$ cat src/design/assert_macros.svh
// Assertion macros used by the top-level design file; clk and rst come from the using scope.
`ifndef ASSERT_MACROS_SVH
`define ASSERT_MACROS_SVH

// Same-cycle implication.
`define ASSERT_IMPL(label, ante, cons, msg) \
  label: assert property (@(posedge clk) disable iff (rst) (ante) |-> (cons)) \
    else $error(msg);

// Next-cycle implication.
`define ASSERT_NEXT(label, ante, cons, msg) \
  label: assert property (@(posedge clk) disable iff (rst) (ante) |=> (cons)) \
    else $error(msg);

`endif

$ cat src/design/lzd_pkg.sv
// Types and constants of the LZ77 token decompressor.
`timescale 1ns / 1ps
package lzd_pkg;

  localparam int DEF_WINDOW_SIZE = 4096;
  localparam int DEF_SIZE_BITS   = 24;

  // Token format: 12-bit displacement field, 4-bit length field.
  localparam int DISP_BITS = 12;
  localparam int LEN_BITS  = 5;

  localparam logic [2:0]          HEADER_LEN = 3'd4;
  localparam logic [3:0]          FLAG_COUNT = 4'd8;
  localparam logic [LEN_BITS-1:0] LEN_BIAS   = 5'd3;

  typedef enum logic [1:0] {
    STAT_OK    = 2'd0,
    STAT_SIZE  = 2'd1,
    STAT_TRUNC = 2'd2,
    STAT_REF   = 2'd3
  } lzd_status_t;

  typedef enum logic [1:0] {
    ST_IDLE,
    ST_READ,
    ST_WRITE,
    ST_STATUS
  } lzd_state_t;

endpackage

$ cat src/design/lzd_in_if.sv
// Input channel: one compressed byte per beat.
`timescale 1ns / 1ps
interface lzd_in_if;
  logic       valid;
  logic       ready;
  logic [7:0] in_byte;
  logic       in_last;

  modport source (output valid, output in_byte, output in_last, input ready);
  modport sink (input valid, input in_byte, input in_last, output ready);
endinterface

$ cat src/design/lzd_out_if.sv
// Output channel: decompressed bytes and the per-stream status beat.
`timescale 1ns / 1ps
interface lzd_out_if;
  logic       valid;
  logic       ready;
  logic [7:0] out_byte;
  logic       byte_valid;
  logic       run_last;
  logic [1:0] status;
  logic       stream_done;

  modport source (output valid, output out_byte, output byte_valid, output run_last,
                  output status, output stream_done, input ready);
  modport sink (input valid, input out_byte, input byte_valid, input run_last,
                input status, input stream_done, output ready);
endinterface

$ cat src/design/lzd_ctrl.sv
// Stream parser and copy sequencer around the history RAM.
`timescale 1ns / 1ps
module lzd_ctrl #(
  parameter int WINDOW_SIZE = lzd_pkg::DEF_WINDOW_SIZE,
  parameter int SIZE_BITS   = lzd_pkg::DEF_SIZE_BITS,
  localparam int AW = $clog2(WINDOW_SIZE)
) (
  input  logic                 clk,
  input  logic                 rst,
  lzd_in_if.sink               din,
  lzd_out_if.source            dout,
  input  logic [SIZE_BITS-1:0] out_size,
  output logic                 ram_we,
  output logic [AW-1:0]        ram_waddr,
  output logic [7:0]           ram_wdata,
  output logic                 ram_re,
  output logic [AW-1:0]        ram_raddr,
  input  logic [7:0]           ram_rdata
);

  localparam int DW = lzd_pkg::DISP_BITS + 1;
  localparam int LW = lzd_pkg::LEN_BITS;

  lzd_pkg::lzd_state_t  state, state_next;
  logic [2:0]           header_left, header_left_next;
  logic [7:0]           flag_bits, flag_bits_next;
  logic [3:0]           bits_left, bits_left_next;
  logic                 token_pending, token_pending_next;
  logic [7:0]           token_high, token_high_next;
  logic [SIZE_BITS-1:0] out_count, out_count_next;
  lzd_pkg::lzd_status_t error_code, error_code_next;
  logic [LW-1:0]        copy_left, copy_left_next;
  logic [AW-1:0]        rd_ptr, rd_ptr_next;
  logic                 item_last, item_last_next;

  // Output register.
  logic                 o_valid;
  logic [7:0]           o_byte;
  logic                 o_bvalid;
  logic                 o_run_last;
  logic [1:0]           o_status;
  logic                 o_done;

  logic                 out_free;
  logic                 accept;
  logic                 load;
  logic [7:0]           ld_byte;
  logic                 ld_bvalid;
  logic                 ld_run_last;
  lzd_pkg::lzd_status_t ld_status;
  logic                 ld_done;
  logic [15:0]          tok;
  logic [DW-1:0]        disp;
  logic [LW-1:0]        len;
  logic [SIZE_BITS:0]   sum_len;
  logic [SIZE_BITS:0]   sum_one;

  assign out_free         = !o_valid || dout.ready;
  assign din.ready        = (state == lzd_pkg::ST_IDLE) && out_free;
  assign accept           = din.valid && din.ready;
  assign dout.valid       = o_valid;
  assign dout.out_byte    = o_byte;
  assign dout.byte_valid  = o_bvalid;
  assign dout.run_last    = o_run_last;
  assign dout.status      = o_status;
  assign dout.stream_done = o_done;

  assign tok     = {token_high, din.in_byte};
  assign disp    = {1'b0, tok[lzd_pkg::DISP_BITS-1:0]} + DW'(1);
  assign len     = {1'b0, tok[15:lzd_pkg::DISP_BITS]} + lzd_pkg::LEN_BIAS;
  assign sum_len = {1'b0, out_count} + (SIZE_BITS + 1)'(len);
  assign sum_one = {1'b0, out_count} + (SIZE_BITS + 1)'(1);

  always_comb begin
    state_next         = state;
    header_left_next   = header_left;
    flag_bits_next     = flag_bits;
    bits_left_next     = bits_left;
    token_pending_next = token_pending;
    token_high_next    = token_high;
    out_count_next     = out_count;
    error_code_next    = error_code;
    copy_left_next     = copy_left;
    rd_ptr_next        = rd_ptr;
    item_last_next     = item_last;
    load               = 1'b0;
    ld_byte            = din.in_byte;
    ld_bvalid          = 1'b0;
    ld_run_last        = 1'b0;
    ld_status          = lzd_pkg::STAT_OK;
    ld_done            = 1'b0;
    ram_we             = 1'b0;
    ram_waddr          = out_count[AW-1:0];
    ram_wdata          = din.in_byte;
    ram_re             = 1'b0;
    ram_raddr          = rd_ptr;

    case (state)
      lzd_pkg::ST_IDLE: begin
        if (accept) begin
          item_last_next = din.in_last;
          if (error_code != lzd_pkg::STAT_OK) begin
            // drop bytes of a failed stream
          end else if (header_left != 3'd0) begin
            header_left_next = header_left - 3'd1;
          end else if (token_pending) begin
            token_pending_next = 1'b0;
            if (SIZE_BITS'(disp) > out_count) begin
              error_code_next = lzd_pkg::STAT_REF;
            end else if (sum_len > {1'b0, out_size}) begin
              error_code_next = lzd_pkg::STAT_SIZE;
            end else begin
              copy_left_next = len;
              rd_ptr_next    = out_count[AW-1:0] - AW'(disp);
              state_next     = lzd_pkg::ST_READ;
            end
          end else if (bits_left == 4'd0) begin
            flag_bits_next = din.in_byte;
            bits_left_next = lzd_pkg::FLAG_COUNT;
          end else begin
            flag_bits_next = {flag_bits[6:0], 1'b0};
            bits_left_next = bits_left - 4'd1;
            if (flag_bits[7]) begin
              token_high_next    = din.in_byte;
              token_pending_next = 1'b1;
            end else if (sum_one > {1'b0, out_size}) begin
              error_code_next = lzd_pkg::STAT_SIZE;
            end else begin
              load           = 1'b1;
              ld_bvalid      = 1'b1;
              ld_run_last    = !din.in_last;
              ram_we         = 1'b1;
              out_count_next = out_count + SIZE_BITS'(1);
            end
          end
          if (din.in_last && state_next == lzd_pkg::ST_IDLE) begin
            state_next = lzd_pkg::ST_STATUS;
          end
        end
      end
      lzd_pkg::ST_READ: begin
        ram_re     = 1'b1;
        state_next = lzd_pkg::ST_WRITE;
      end
      lzd_pkg::ST_WRITE: begin
        // read data holds in the RAM register until the output slot frees
        if (out_free) begin
          load           = 1'b1;
          ld_byte        = ram_rdata;
          ld_bvalid      = 1'b1;
          ld_run_last    = (copy_left == LW'(1)) && !item_last;
          ram_we         = 1'b1;
          ram_wdata      = ram_rdata;
          out_count_next = out_count + SIZE_BITS'(1);
          rd_ptr_next    = rd_ptr + AW'(1);
          copy_left_next = copy_left - LW'(1);
          if (copy_left == LW'(1)) begin
            state_next = item_last ? lzd_pkg::ST_STATUS : lzd_pkg::ST_IDLE;
          end else begin
            state_next = lzd_pkg::ST_READ;
          end
        end
      end
      lzd_pkg::ST_STATUS: begin
        if (out_free) begin
          load        = 1'b1;
          ld_byte     = 8'd0;
          ld_run_last = 1'b1;
          ld_done     = 1'b1;
          if (error_code != lzd_pkg::STAT_OK) begin
            ld_status = error_code;
          end else if (token_pending) begin
            ld_status = lzd_pkg::STAT_TRUNC;
          end else if (out_count != out_size) begin
            ld_status = lzd_pkg::STAT_SIZE;
          end else begin
            ld_status = lzd_pkg::STAT_OK;
          end
          // re-arm for the next stream; history is kept
          header_left_next   = lzd_pkg::HEADER_LEN;
          flag_bits_next     = 8'd0;
          bits_left_next     = 4'd0;
          token_pending_next = 1'b0;
          token_high_next    = 8'd0;
          out_count_next     = '0;
          error_code_next    = lzd_pkg::STAT_OK;
          state_next         = lzd_pkg::ST_IDLE;
        end
      end
      default: begin
        state_next = lzd_pkg::ST_IDLE;
      end
    endcase
  end

  always_ff @(posedge clk) begin
    if (rst) begin
      state <= lzd_pkg::ST_IDLE;
    end else begin
      state <= state_next;
    end
  end

  always_ff @(posedge clk) begin
    if (rst) begin
      header_left   <= lzd_pkg::HEADER_LEN;
      flag_bits     <= 8'd0;
      bits_left     <= 4'd0;
      token_pending <= 1'b0;
      token_high    <= 8'd0;
      out_count     <= '0;
      error_code    <= lzd_pkg::STAT_OK;
      copy_left     <= '0;
      item_last     <= 1'b0;
      o_valid       <= 1'b0;
    end else begin
      header_left   <= header_left_next;
      flag_bits     <= flag_bits_next;
      bits_left     <= bits_left_next;
      token_pending <= token_pending_next;
      token_high    <= token_high_next;
      out_count     <= out_count_next;
      error_code    <= error_code_next;
      copy_left     <= copy_left_next;
      item_last     <= item_last_next;
      if (load) begin
        o_valid <= 1'b1;
      end else if (dout.ready) begin
        o_valid <= 1'b0;
      end
    end
  end

  always_ff @(posedge clk) begin
    rd_ptr <= rd_ptr_next;
    if (load) begin
      o_byte     <= ld_byte;
      o_bvalid   <= ld_bvalid;
      o_run_last <= ld_run_last;
      o_status   <= ld_status;
      o_done     <= ld_done;
    end
  end

endmodule

$ cat src/flat_wrapper.sv
// flat-port wrapper written by rule: the top's interface ports become plain ports
module lzd_ctrl_flat 
#(
  parameter int WINDOW_SIZE = lzd_pkg::DEF_WINDOW_SIZE,
  parameter int SIZE_BITS   = lzd_pkg::DEF_SIZE_BITS,
  localparam int AW = $clog2(WINDOW_SIZE)
)
  (clk, rst, out_size, ram_we, ram_waddr, ram_wdata, ram_re, ram_raddr, ram_rdata, din_valid, din_in_byte, din_in_last, din_ready, dout_valid, dout_out_byte, dout_byte_valid, dout_run_last, dout_status, dout_stream_done, dout_ready);
  lzd_in_if din_i ();
  lzd_out_if dout_i ();
  input  logic clk;
  input  logic rst;
  input  logic [SIZE_BITS-1:0] out_size;
  output logic ram_we;
  output logic [AW-1:0] ram_waddr;
  output logic [7:0] ram_wdata;
  output logic ram_re;
  output logic [AW-1:0] ram_raddr;
  input  logic [7:0] ram_rdata;
  input wire logic [$bits(din_i.valid)-1:0] din_valid;
  input wire logic [$bits(din_i.in_byte)-1:0] din_in_byte;
  input wire logic [$bits(din_i.in_last)-1:0] din_in_last;
  output wire logic [$bits(din_i.ready)-1:0] din_ready;
  output wire logic [$bits(dout_i.valid)-1:0] dout_valid;
  output wire logic [$bits(dout_i.out_byte)-1:0] dout_out_byte;
  output wire logic [$bits(dout_i.byte_valid)-1:0] dout_byte_valid;
  output wire logic [$bits(dout_i.run_last)-1:0] dout_run_last;
  output wire logic [$bits(dout_i.status)-1:0] dout_status;
  output wire logic [$bits(dout_i.stream_done)-1:0] dout_stream_done;
  input wire logic [$bits(dout_i.ready)-1:0] dout_ready;
  assign din_i.valid = din_valid;
  assign din_i.in_byte = din_in_byte;
  assign din_i.in_last = din_in_last;
  assign din_ready = din_i.ready;
  assign dout_valid = dout_i.valid;
  assign dout_out_byte = dout_i.out_byte;
  assign dout_byte_valid = dout_i.byte_valid;
  assign dout_run_last = dout_i.run_last;
  assign dout_status = dout_i.status;
  assign dout_stream_done = dout_i.stream_done;
  assign dout_i.ready = dout_ready;
  lzd_ctrl #(.WINDOW_SIZE(WINDOW_SIZE), .SIZE_BITS(SIZE_BITS)) u_core (.clk(clk), .rst(rst), .din(din_i), .dout(dout_i), .out_size(out_size), .ram_we(ram_we), .ram_waddr(ram_waddr), .ram_wdata(ram_wdata), .ram_re(ram_re), .ram_raddr(ram_raddr), .ram_rdata(ram_rdata));
endmodule
$ cat config.mk
export PLATFORM = sky130hd
export DESIGN_NAME = lzd_ctrl_flat
export DESIGN_NICKNAME = d
export VERILOG_FILES = /design/src/design/assert_macros.svh /design/src/design/lzd_pkg.sv /design/src/design/lzd_in_if.sv /design/src/design/lzd_out_if.sv /design/src/design/lzd_ctrl.sv /design/src/flat_wrapper.sv
export SDC_FILE = /design/constraint.sdc
export NUM_CORES = 1
export LEC_CHECK = 0
export BUFFER_PORTS_ARGS = -buffer_cell sky130_fd_sc_hd__buf_4
export CELL_PAD_IN_SITES_DETAIL_PLACEMENT = 0
export CELL_PAD_IN_SITES_GLOBAL_PLACEMENT = 2
export CORE_ASPECT_RATIO = 0.5
export CORE_UTILIZATION = 35
export CTS_CLUSTER_DIAMETER = 150
export CTS_CLUSTER_SIZE = 10
export DETAILED_ROUTE_END_ITERATION = 10
export HOLD_SLACK_MARGIN = 0.1
export MAX_ROUTING_LAYER = met4
export PLACE_DENSITY_LB_ADDON = 0.12
export SLEW_MARGIN = 20
export SYNTH_ARGS = -nofsm -noshare
export SYNTH_HDL_FRONTEND = slang
export SYNTH_SLANG_ARGS = --single-unit
export TNS_END_PERCENT = 50
$ cat constraint.sdc
create_clock -name clk -period 5.35 [get_ports clk]
set_input_delay 1.3375 -clock clk [delete_from_list [all_inputs] [get_ports clk]]
set_output_delay 1.3375 -clock clk [all_outputs]
set_load 0.1 [all_outputs]
==> results.toml <==
[route]
vias = 7182
highest_layer = "met4"
met2_length_mm = 10.6
wl_per_cell_um = 18.8
wl_met3_mm = 1.29
routed_wirelength_mm = 25.5
met1_length_mm = 13.5
drc = 0
drtIter0Drc = 532
first_pass_iters = 5
ant_nets = 0
via_per_inst = 5.29

[layout]
stdcell_area_um2 = 9250
areaGrowthSynthToFinish_pct = 19.9
multiInputGateArea_um2 = 5260
final_cells = 1357
drive_gt1_frac = 0.198
nets = 1194
register_area_um2 = 1950
fillerInstances = 2205
diodes = 0

[power_and_ir_drop]
p_per_area_nw_per_um2 = 198
p_total_mw = 1.83
p_leak_nw = 3.86
pwr-share-seq = 0.385
peakVddDrop_mv = 0.155
power_frac_clock = 0.323
swShare = 0.358
internal_power_mw = 1.17
comb_power_share = 0.292
switchingPower_uw = 656

[sta]
clock_skew_ns = 0.0101
fin_ws_ns = 0.193
rsz0062_at_grt = "true"
finalWorstPathRequiredPeriod_ns = 5.16
clock.fmax_mhz = 194
slew_headroom = 0.331
final_max_slew_viol_count = 0
tightest_slew_ns = 0.998
finalSetupViolations = 0
period_share = 0.964
setup_tns_ns = 0
timing.final.hold_violations = 0

[clock_network]
max-clock-path-buffers = 2
cts.sinks = 84
cts_tree = "done"
holdBufCountCts = 0
cts_inserted_buffers = 9
path_clk_slew_ns = 0.07
insertion_delay_ns = 0.35
cts_root_buf = "clkbuf_16"
htree_levels = 3

[floorplan]
ioPinCount = 94
core_area_um2 = 21100
start_util = 0.366
dieArea_um2 = 22700
die_h_um = 107
core.rowCount = 37
die-width_um = 212

[synthesis]
synth_top_cell_by_area = "dfxtp_1"
ys.flop_type = "dfxtp_1"
synth.net_count = 1105
synth-seq-cells = 84
ys_warn_count = 0
synth_cell_types = 62
ys_seq_area_frac = 0.251
synth_common_cells = "98 x a21oi_1, 87 x ha_1, 85 x nand2_1, 78 x inv_1, 72 x nor2_1"
syn_area_um2 = 7710
synth_top_area_share = 0.153
syn_inst = 971
syn_avg_cell_area_um2 = 7.94
synth.most_common_cell = "a21oi_1"
synth_edf_count = 25
synth_area_leaders = "dfxtp_1 15%, ha_1 14%, edfxtp_1 9.7%, xnor2_1 8.1%, a21oi_1 6.4%"
synthArstFlopShare = 0

[setup_path]
worstPathRequired_ns = 4.01
worstReg2RegStart = "u_core.token_high[4]"
startpoint_type = "flip-flop"
worst-path-max-fanout = 7
endpoint_kind = "primary output"
arrival_ns = 3.82
crit_type = "flip-flop to primary output"
worstReg2RegEnd = "u_core.copy_left[3]"
rrSetupSlack_ns = 0.21
r2r_cells = 23

[hold_path]
holdPathEnd = "u_core.token_high[0]"
hold_class = "flip-flop to flip-flop"
holdCritStartpoint = "u_core.token_high[0]"
whs_path_depth = 2

[placed_design]
routabilityCongestion = 0.925
place_ws_ns = -0.0788
port_buffers = 93
placedCellCount = 1334
hpwl_mm = 20.2
placed_cell_area_um2 = 8800

[flow_run]
maxCapViolCount = 0

[global_route]
antenna_found_initial = 0
grt_overflow = 0
grt_pass1_vias = 6811
grtUsageTotal = 0.236
grt_pass1_wl_mm = 39.1
grt_max_degree = 61

[outcome]
status = "complete, no violations"
## worst max path at each step
stage                                    start  slack, ns  cells past startpoint            to
after floorplan                     dout_ready      -0.05                      4  ram_wdata[0]
after global placement    u_core.out_count[14]      -0.20                     14        ram_we
after detailed placement  u_core.out_count[14]      -0.08                     14        ram_we
after CTS                 u_core.out_count[15]       0.02                     14        ram_we
after global routing      u_core.out_count[11]      -0.03                     15        ram_we
final                     u_core.out_count[11]       0.19                     15        ram_we
## routing by layer
metal | track usage | vias up
li1 | - | 3583
met1 | 0.344 | 3414
met2 | 0.344 | 174
met3 | 0.0448 | 11
met4 | 0.0274 | 0
met5 | - | -
## placed cells by master, fill, tap and decap left out, drive strengths merged, types with 3 or more instances in the layout
master and instances:
nor2b 7, o211ai 9, nand4 26, nor4b 4, buf 144, a211oi 13
nand2b 8, mux2i 13, nand3 43, and2 4, and4 4, xor2 28
o221ai 5, xnor2 71, nor3 30, a21o 10, inv 81, dfxtp 59
and3 10, nand2 85, edfxtp 25, o21ai 33, nand3b 3, nor2 72
a21oi 98, or3 6, a31oi 7, mux2 8, ha 87, nor4 19
clkbuf 11, o21a 5, a22o 8
## area by class of cell
cell class	count	share of cell area
well taps	292	0.0395
clock buffers	11	0.0252
repair buffers	144	0.120
inverters	79	0.0321
multi-input cells	742	0.569
flip-flops and latches	84	0.211
clock inverters	5	0.00392
## power by group through the flow
| stage | Combinational, mW | Sequential, mW | Clock (mW) |
|---|---|---|---|
| after global placement | 0.526 | 0.718 | 0 |
| after CTS | 0.531 | 0.704 | 0.609 |
| after detailed placement | 0.526 | 0.718 | 0 |
| after floorplan | 0.328 | 0.769 | 0 |
| final | 0.533 | 0.704 | 0.591 |
| after global routing | 0.578 | 0.707 | 0.638 |
## kinds of logic (layout without fill, tap and decap cells)
logic type / after synthesis / count (layout) / synth area share
simple gates: 330 / 330 / 0.220
compound gates: 203 / 203 / 0.159
buf+inv: 145 / 239 / 0.0821
xor+xnor: 99 / 99 / 0.112
fa+ha+maj: 89 / 89 / 0.146
flops: 84 / 84 / 0.251
mux: 21 / 21 / 0.0286
## per-stage QoR
step	hold WS, ns	utilization
floorplan	0.436	-
global placement	0.450	0.418
detailed placement	0.457	0.418
CTS	0.467	0.432
global route	0.501	0.439
finish	0.472	0.439
## worst max-delay path, cell delays in order (launching register included)
cell	delay (ns)
dfxtp_1	0.40
buf_4	0.20
nand2_1	0.18
nor3_2	0.24
nand4_1	0.24
nor2_2	0.20
xor2_1	0.09
ha_1	0.34
nand4_1	0.17
nor3_4	0.21
a31oi_2	0.13
a22o_1	0.20
a31o_1	0.22
o31a_2	0.33
nor2_4	0.13
buf_12	0.18
## sequential cells by signal (all words and copies together) (netlist names), 3 cells and up
signal and cells:
u_core.copy_left 5, u_core.bits_left 4, u_core.token_high 8, u_core.dout.out_byte 8, u_core.out_count 24, u_core.header_left 3
u_core.ram_raddr 12, u_core.flag_bits 8
## timing repair
item,in CTS,in global routing
resized for setup,12,21
pin swaps,1,13
setup buffers,0,7
endpoints found under the setup margin,1,27
(Power assumes the default switching activity.)
